$ cat config.mk
export PLATFORM = sky130hd
export DESIGN_NAME = yuv_pixel_to_rgb_mean_sub_core
export DESIGN_NICKNAME = d
export VERILOG_FILES = /design/src/design/yrms_pkg.sv /design/src/design/yuv_pixel_to_rgb_mean_sub_core.sv
export SDC_FILE = /design/constraint.sdc
export NUM_CORES = 1
export LEC_CHECK = 0
export BUFFER_PORTS_ARGS = -buffer_cell sky130_fd_sc_hd__buf_2
export CAP_MARGIN = 30
export CORE_UTILIZATION = 65
export CTS_CLUSTER_SIZE = 28
export DETAILED_ROUTE_END_ITERATION = 6
export PLACE_DENSITY_LB_ADDON = 0.05
export SLEW_MARGIN = 15
export SYNTH_ARGS = -nofsm -noshare
export SYNTH_HDL_FRONTEND = slang
export SYNTH_SLANG_ARGS = --single-unit
$ cat constraint.sdc
create_clock -name clk -period 21.1 [get_ports clk]
set_clock_uncertainty 0.2 [all_clocks]
set_input_delay 1.055 -clock clk [delete_from_list [all_inputs] [get_ports clk]]
set_output_delay 1.055 -clock clk [all_outputs]
set_load 0.005 [all_outputs]
$ cat src/design/yrms_pkg.sv
// ----------------------------------------------------------------------------
// yrms_pkg
// Field widths, stream packing and register indexes for the NV21 pixel to
// mean-subtracted RGB core.
// ----------------------------------------------------------------------------
package yrms_pkg;

  localparam int COL_W      = 10;
  localparam int ROW_W      = 10;
  localparam int PIX_W      = 8;
  localparam int MEAN_W     = 16;
  localparam int DIM_CFG_W  = 11;
  localparam int CH_OUT_W   = 17;
  localparam int IDX_W      = 20;
  localparam int CFG_IDX_W  = 3;
  localparam int CFG_DATA_W = 16;

  localparam int S_FIELDS_W = COL_W + ROW_W + 3 * PIX_W;
  localparam int S_TDATA_W  = ((S_FIELDS_W + 7) / 8) * 8;
  localparam int M_FIELDS_W = 3 * CH_OUT_W + IDX_W;
  localparam int M_TDATA_W  = ((M_FIELDS_W + 7) / 8) * 8;

  typedef enum logic [CFG_IDX_W-1:0] {
    REG_MEAN_RED      = 3'd0,
    REG_MEAN_GREEN    = 3'd1,
    REG_MEAN_BLUE     = 3'd2,
    REG_TARGET_WIDTH  = 3'd3,
    REG_TARGET_HEIGHT = 3'd4
  } cfg_reg_t;

  typedef struct packed {
    logic [PIX_W-1:0] chroma_v;
    logic [PIX_W-1:0] chroma_u;
    logic [PIX_W-1:0] luma;
    logic [ROW_W-1:0] target_row;
    logic [COL_W-1:0] target_col;
  } pix_in_t;

  typedef struct packed {
    logic [IDX_W-1:0]    pixel_index;
    logic [CH_OUT_W-1:0] blue_out;
    logic [CH_OUT_W-1:0] green_out;
    logic [CH_OUT_W-1:0] red_out;
  } pix_out_t;

endpackage

$ cat src/design/yuv_pixel_to_rgb_mean_sub_core.sv
// ----------------------------------------------------------------------------
// yuv_pixel_to_rgb_mean_sub_core
// Converts one NV21 pixel (Y, U, V) to clamped RGB, subtracts a per-channel
// Q8.8 mean and computes the planar element index of the target pixel.
// ----------------------------------------------------------------------------
// The core takes one pixel per clock while the output side does not stall
// it, and gives one result per pixel, in order. An accepted pixel passes an
// input register and then a result register, with the color matrix, clamp,
// mean subtraction and index multiply between them. The input register
// keeps taking pixels while a result waits on the output, so a stall on the
// output side holds the input side only once both registers are full.
// Configuration applies to each pixel that moves into the result register
// after the write; target_height is accepted but has no effect on any result.
module yuv_pixel_to_rgb_mean_sub_core #(
  parameter int MAX_TARGET_DIM = 1024,
  parameter int COEF_FRAC_BITS = 16
) (
  input  logic                             clk,
  input  logic                             rst,

  input  logic                             cfg_wen,
  input  logic [yrms_pkg::CFG_IDX_W-1:0]   cfg_index,
  input  logic [yrms_pkg::CFG_DATA_W-1:0]  cfg_data,

  input  logic                             s_tvalid,
  output logic                             s_tready,
  // Fields from bit 0: target_col, target_row, luma, chroma_u, chroma_v.
  input  logic [yrms_pkg::S_TDATA_W-1:0]   s_tdata,

  output logic                             m_tvalid,
  input  logic                             m_tready,
  // Fields from bit 0: red_out, green_out, blue_out, pixel_index.
  output logic [yrms_pkg::M_TDATA_W-1:0]   m_tdata
);

  localparam int TW_W   = $clog2(MAX_TARGET_DIM + 1);
  localparam int CMP_W  = (TW_W > yrms_pkg::DIM_CFG_W) ? TW_W : yrms_pkg::DIM_CFG_W;
  localparam int ACC_W  = COEF_FRAC_BITS + 12;
  localparam int PROD_W = (yrms_pkg::ROW_W + TW_W + 1 > yrms_pkg::IDX_W) ?
                          (yrms_pkg::ROW_W + TW_W + 1) : yrms_pkg::IDX_W;

  localparam longint COEF_RV_L = ((longint'(1370705) << COEF_FRAC_BITS) + 500000) / 1000000;
  localparam longint COEF_GU_L = ((longint'(698001) << COEF_FRAC_BITS) + 500000) / 1000000;
  localparam longint COEF_GV_L = ((longint'(703125) << COEF_FRAC_BITS) + 500000) / 1000000;
  localparam longint COEF_BU_L = ((longint'(1732446) << COEF_FRAC_BITS) + 500000) / 1000000;

  localparam logic signed [ACC_W-1:0] COEF_RV = ACC_W'(COEF_RV_L);
  localparam logic signed [ACC_W-1:0] COEF_GU = ACC_W'(COEF_GU_L);
  localparam logic signed [ACC_W-1:0] COEF_GV = ACC_W'(COEF_GV_L);
  localparam logic signed [ACC_W-1:0] COEF_BU = ACC_W'(COEF_BU_L);

  function automatic logic [yrms_pkg::PIX_W-1:0] clamp_ch(input logic signed [ACC_W-1:0] acc);
    logic [yrms_pkg::PIX_W-1:0] res;
    if (acc[ACC_W-1]) begin
      res = '0;
    end else if (|acc[ACC_W-2:COEF_FRAC_BITS+yrms_pkg::PIX_W]) begin
      res = '1;
    end else begin
      res = acc[COEF_FRAC_BITS+yrms_pkg::PIX_W-1:COEF_FRAC_BITS];
    end
    return res;
  endfunction

  function automatic logic [yrms_pkg::CH_OUT_W-1:0] sub_mean(
    input logic [yrms_pkg::PIX_W-1:0]  ch,
    input logic [yrms_pkg::MEAN_W-1:0] mean
  );
    return {1'b0, ch, 8'h00} - {1'b0, mean};
  endfunction

  logic [yrms_pkg::MEAN_W-1:0] mean_red;
  logic [yrms_pkg::MEAN_W-1:0] mean_green;
  logic [yrms_pkg::MEAN_W-1:0] mean_blue;
  logic [TW_W-1:0]             target_width;
  logic [CMP_W-1:0]            width_wr;

  assign width_wr = CMP_W'(cfg_data[yrms_pkg::DIM_CFG_W-1:0]);

  always_ff @(posedge clk) begin
    if (rst) begin
      mean_red     <= '0;
      mean_green   <= '0;
      mean_blue    <= '0;
      target_width <= TW_W'(1);
    end else if (cfg_wen) begin
      case (yrms_pkg::cfg_reg_t'(cfg_index))
        yrms_pkg::REG_MEAN_RED:   mean_red   <= cfg_data;
        yrms_pkg::REG_MEAN_GREEN: mean_green <= cfg_data;
        yrms_pkg::REG_MEAN_BLUE:  mean_blue  <= cfg_data;
        yrms_pkg::REG_TARGET_WIDTH: begin
          if (width_wr > CMP_W'(MAX_TARGET_DIM)) begin
            target_width <= TW_W'(MAX_TARGET_DIM);
          end else begin
            target_width <= TW_W'(width_wr);
          end
        end
        yrms_pkg::REG_TARGET_HEIGHT: ;
        default: ;
      endcase
    end
  end

  logic              s1_valid;
  yrms_pkg::pix_in_t s1_pix;
  logic              s2_load;

  assign s2_load  = s1_valid && (!m_tvalid || m_tready);
  assign s_tready = !s1_valid || s2_load;

  always_ff @(posedge clk) begin
    if (rst) begin
      s1_valid <= 1'b0;
    end else if (s_tready) begin
      s1_valid <= s_tvalid;
    end
  end

  always_ff @(posedge clk) begin
    if (s_tvalid && s_tready) begin
      s1_pix <= yrms_pkg::pix_in_t'(s_tdata[yrms_pkg::S_FIELDS_W-1:0]);
    end
  end

  logic signed [7:0]       u_s;
  logic signed [7:0]       v_s;
  logic signed [ACC_W-1:0] u_ext;
  logic signed [ACC_W-1:0] v_ext;
  logic signed [ACC_W-1:0] y_base;
  logic signed [ACC_W-1:0] r_acc;
  logic signed [ACC_W-1:0] g_acc;
  logic signed [ACC_W-1:0] b_acc;
  logic [PROD_W-1:0]       idx_full;
  yrms_pkg::pix_out_t      res_next;

  assign u_s    = {~s1_pix.chroma_u[7], s1_pix.chroma_u[6:0]};
  assign v_s    = {~s1_pix.chroma_v[7], s1_pix.chroma_v[6:0]};
  assign u_ext  = ACC_W'(u_s);
  assign v_ext  = ACC_W'(v_s);
  assign y_base = $signed(ACC_W'(s1_pix.luma)) <<< COEF_FRAC_BITS;

  assign r_acc = y_base + COEF_RV * v_ext;
  assign g_acc = y_base - COEF_GU * u_ext - COEF_GV * v_ext;
  assign b_acc = y_base + COEF_BU * u_ext;

  assign idx_full = PROD_W'(s1_pix.target_row) * PROD_W'(target_width)
                  + PROD_W'(s1_pix.target_col);

  always_comb begin
    res_next.red_out     = sub_mean(clamp_ch(r_acc), mean_red);
    res_next.green_out   = sub_mean(clamp_ch(g_acc), mean_green);
    res_next.blue_out    = sub_mean(clamp_ch(b_acc), mean_blue);
    res_next.pixel_index = idx_full[yrms_pkg::IDX_W-1:0];
  end

  always_ff @(posedge clk) begin
    if (rst) begin
      m_tvalid <= 1'b0;
    end else if (!m_tvalid || m_tready) begin
      m_tvalid <= s1_valid;
    end
  end

  always_ff @(posedge clk) begin
    if (s2_load) begin
      m_tdata <= yrms_pkg::M_TDATA_W'(res_next);
    end
  end

`ifndef SYNTHESIS
  assert property (@(posedge clk) disable iff (rst)
    !s_tready |-> (s1_valid && m_tvalid && !m_tready))
    else $error("input stalled while the pipeline has room");

  assert property (@(posedge clk) disable iff (rst)
    s2_load |=> m_tvalid)
    else $error("pixel moved to the result register without a valid result");

  assert property (@(posedge clk) disable iff (rst)
    (s_tvalid && s_tready) |=> s1_valid)
    else $error("accepted pixel lost from the input register");

  assert property (@(posedge clk) disable iff (rst)
    (target_width <= TW_W'(MAX_TARGET_DIM)))
    else $error("target width above its limit");
`endif

endmodule

==> summary.txt <==
antenna cell count - 0
Starting Density - 66.9%
Final HPWL DP - 32.0 mm
FF-to-FF Start - s1_pix[35]
Post-Syn Area - 0.0188 mm2
synth unique cells - 61
count of nets after finishing - 2615
post-DR vias/cell - 5.51
Root Buffer - clkbuf_16
IR drop worst, VDD - 0.176 mV
most frequent CP cell - ha_1
Num CTS Buffers - 17
post_cts resized - 0
routed length on met1 - 18.6 mm
Worst Reg-to-Reg Cells - 34
count of final setup violators - 0
hold wc startpoint - mean_blue[8]
most common cell in the netlist - inv_1
# port buffers - 140
Final min period - 9.42 ns
Worst-Skew Late Latency - 0.44 ns
die extent in x - 172 um
#FFs+latches synth - 176
Avg WL per Cell - 16.1 um
vias in the first global route - 13500
CORE AREA - 0.0281 mm2
global route total overflow - 0
initial DRC count - 871
pin count of the biggest net entering global routing - 72
P_leak - 9.88 nW
initial antenna violation count - 0
register area share after synthesis - 24.9%
syn avg cell area - 9.75 um2
asr flop ratio synth - 0%
Post-synth top cells - 348 x inv_1, 294 x ha_1, 195 x fa_1, 195 x nand2_1, 121 x a21oi_1
Critical-path top delay cell - edfxtp_1
met2 WL post-DR - 17.9 mm
post-synthesis instance total - 1929
crit-path leading delay family - compound AO/OA/AOI/OAI gates
CP Buf/Inv Count - 3
share of layout cells above drive strength 1 - 9.58%
Min-Delay Path Class - flop to flop
Peak Freq - 106 MHz
Critical Path Source Type - flop
area added between synthesis and finish - 8.95%
RSZ-0062 raised after global routing - no
DIE HEIGHT - 172 um
status - completed
WHS - 0.256 ns
setup TNS - 0 ns
IO Count - 146
first-pass GRT wire length - 65.2 mm
top sig layer - met4
Least-Margin Pin Slew - 0.718 ns
DR vias - 13500
prevailing post-synth register cell - edfxtp_1
Synth Net Count - 2490
reg2reg end - m_tdata[32]
biggest area consumer among synthesized cells - fa_1
WS Path Type - flop to flop
Pwr Density - 142 mW/mm2
GPL Wtd Cong - 0.881
DRT Pass-1 Iters - 5
hold worst-path end - mean_blue[8]
clock buffer depth - 2
final wirelength - 39.4 mm
Tot GR Track Use - 28.5%
WL met3 - 2.16 mm
Rel. slew slack - 50.9%
Synth area leaders - fa_1 21%, ha_1 20%, edfxtp_1 18%, inv_1 6.9%, dfxtp_1 6.5%
Worst Path Arrival - 9.41 ns
period utilisation layout - 44.7%
DRC Markers - 0
final count of hold timing violations - 0
Hold Crit Depth - 2
Synth Warn # - 0
Max Cap Viol - 0
area share of the leading cell type in the synthesized netlist - 20.8%
# rows - 61
crit-path max cell delay - 0.72 ns
final number of max-transition violations - 0
Setup crit end kind - flop
CTS tree - yes
DRT antenna net count - 0
maximum fanout along the worst path - 10
r2r setup slk - 11.68 ns
Sink Count - 176
Reg clk slew, reported paths - 0.07 ns
hold_buf cts - 0
Die ar. - 0.0296 mm2
EDFF count, synth - 115
Worst EP required - 21.08 ns
CTS H-tree lvls - 4
Post-CTS Setup Repair Bufs - 0
## logic make-up (layout without fill, tap and decap cells)
logic type               Yosys count  count (layout)  synth area share, %
AND/OR/NAND/NOR                  468             468                 11.7
other                              1               1               0.0199
XOR/XNOR                         118             118                 5.50
flip-flops                       176             176                 24.9
adder cells (fa/ha/maj)          489             489                 40.3
buffers and inverters            388             526                 7.77
AO/OA/AOI/OAI                    287             287                 9.67
multiplexers                       2               2                0.106
## layout by cell type (no fill, tap or decap), drive strengths merged, types with 10 or more instances in the layout
cell    count
inv       355
ha        294
nand2     195
fa        195
buf       146
a21oi     122
edfxtp    115
nor2       87
xnor2      81
and2       65
dfxtp      61
o21ai      42
xor2       37
a21o       27
nor3       27
o21a       20
clkbuf     18
nor2b      16
a211oi     16
nand3      15
o21bai     13
nand2b     12
or3        10
## state kept, by name, summed over array words and instances, names as in the netlist
signal	flops
m_tvalid	1
mean_red	16
mean_green	16
s1_pix	44
target_width	11
mean_blue	16
m_tdata	71
s1_valid	1
## per-stage QoR
step	total power, mW	utilization [%]	setup slack (ns)	cell area [um2]	instances
2_1_floorplan	2.13	-	12.79	18800	1929
6_report	2.90	72.9	11.68	20500	2445
3_5_place_dp	2.57	70.7	11.74	19900	2411
5_1_grt	3.20	72.9	10.87	20500	2445
3_3_place_gp	2.52	70.7	11.85	19900	2410
4_1_cts	2.91	72.8	11.70	20500	2443
## worst reg2reg max path: cells and delay by family (launching register included)
kind / cells / cell delay, ns
flops: 1 / 0.72
xor+xnor: 2 / 0.29
buf+inv: 3 / 0.47
simple gates: 6 / 0.83
fa+ha+maj: 8 / 3.26
compound gates: 15 / 3.39
## how the worst max path moves through the flow
| stage | from | endpoint | slack (ns) | cells past startpoint |
|---|---|---|---|---|
| 3_5_place_dp | s1_pix[35] | m_tdata[32] | 11.74 | 34 |
| 3_3_place_gp | s1_pix[35] | m_tdata[32] | 11.85 | 34 |
| 2_1_floorplan | s1_pix[33] | m_tdata[32] | 12.79 | 37 |
| 5_1_grt | s1_pix[35] | m_tdata[32] | 10.87 | 34 |
| 4_1_cts | s1_pix[35] | m_tdata[32] | 11.70 | 34 |
| 6_report | s1_pix[35] | m_tdata[32] | 11.68 | 34 |
## report_power, final
part / internal (mW) / leakage, nW / total [mW] / switching [mW]
sequential: 0.483 / 1.59 / 0.513 / 0.0299
clock: 0.160 / 0.286 / 0.315 / 0.155
combinational: 0.927 / 8.00 / 2.07 / 1.14
## layer usage
layer / up-vias / GRT usage, %
met2: 373 / 46.3
met3: 56 / 3.59
met1: 6470 / 40.5
met5: - / 0
li1: 6567 / -
met4: 0 / 7.08
## layout make-up
class	count	area [um2]
Inverter	348	1310
Sequential cell	176	4670
Clock buffer	18	439
Tap cell	378	473
Fill cell	2188	7600
Timing Repair Buffer	146	771
Clock inverter	14	145
Multi-Input combinational cell	1365	12700
Power figures use the tool's default switching activity.
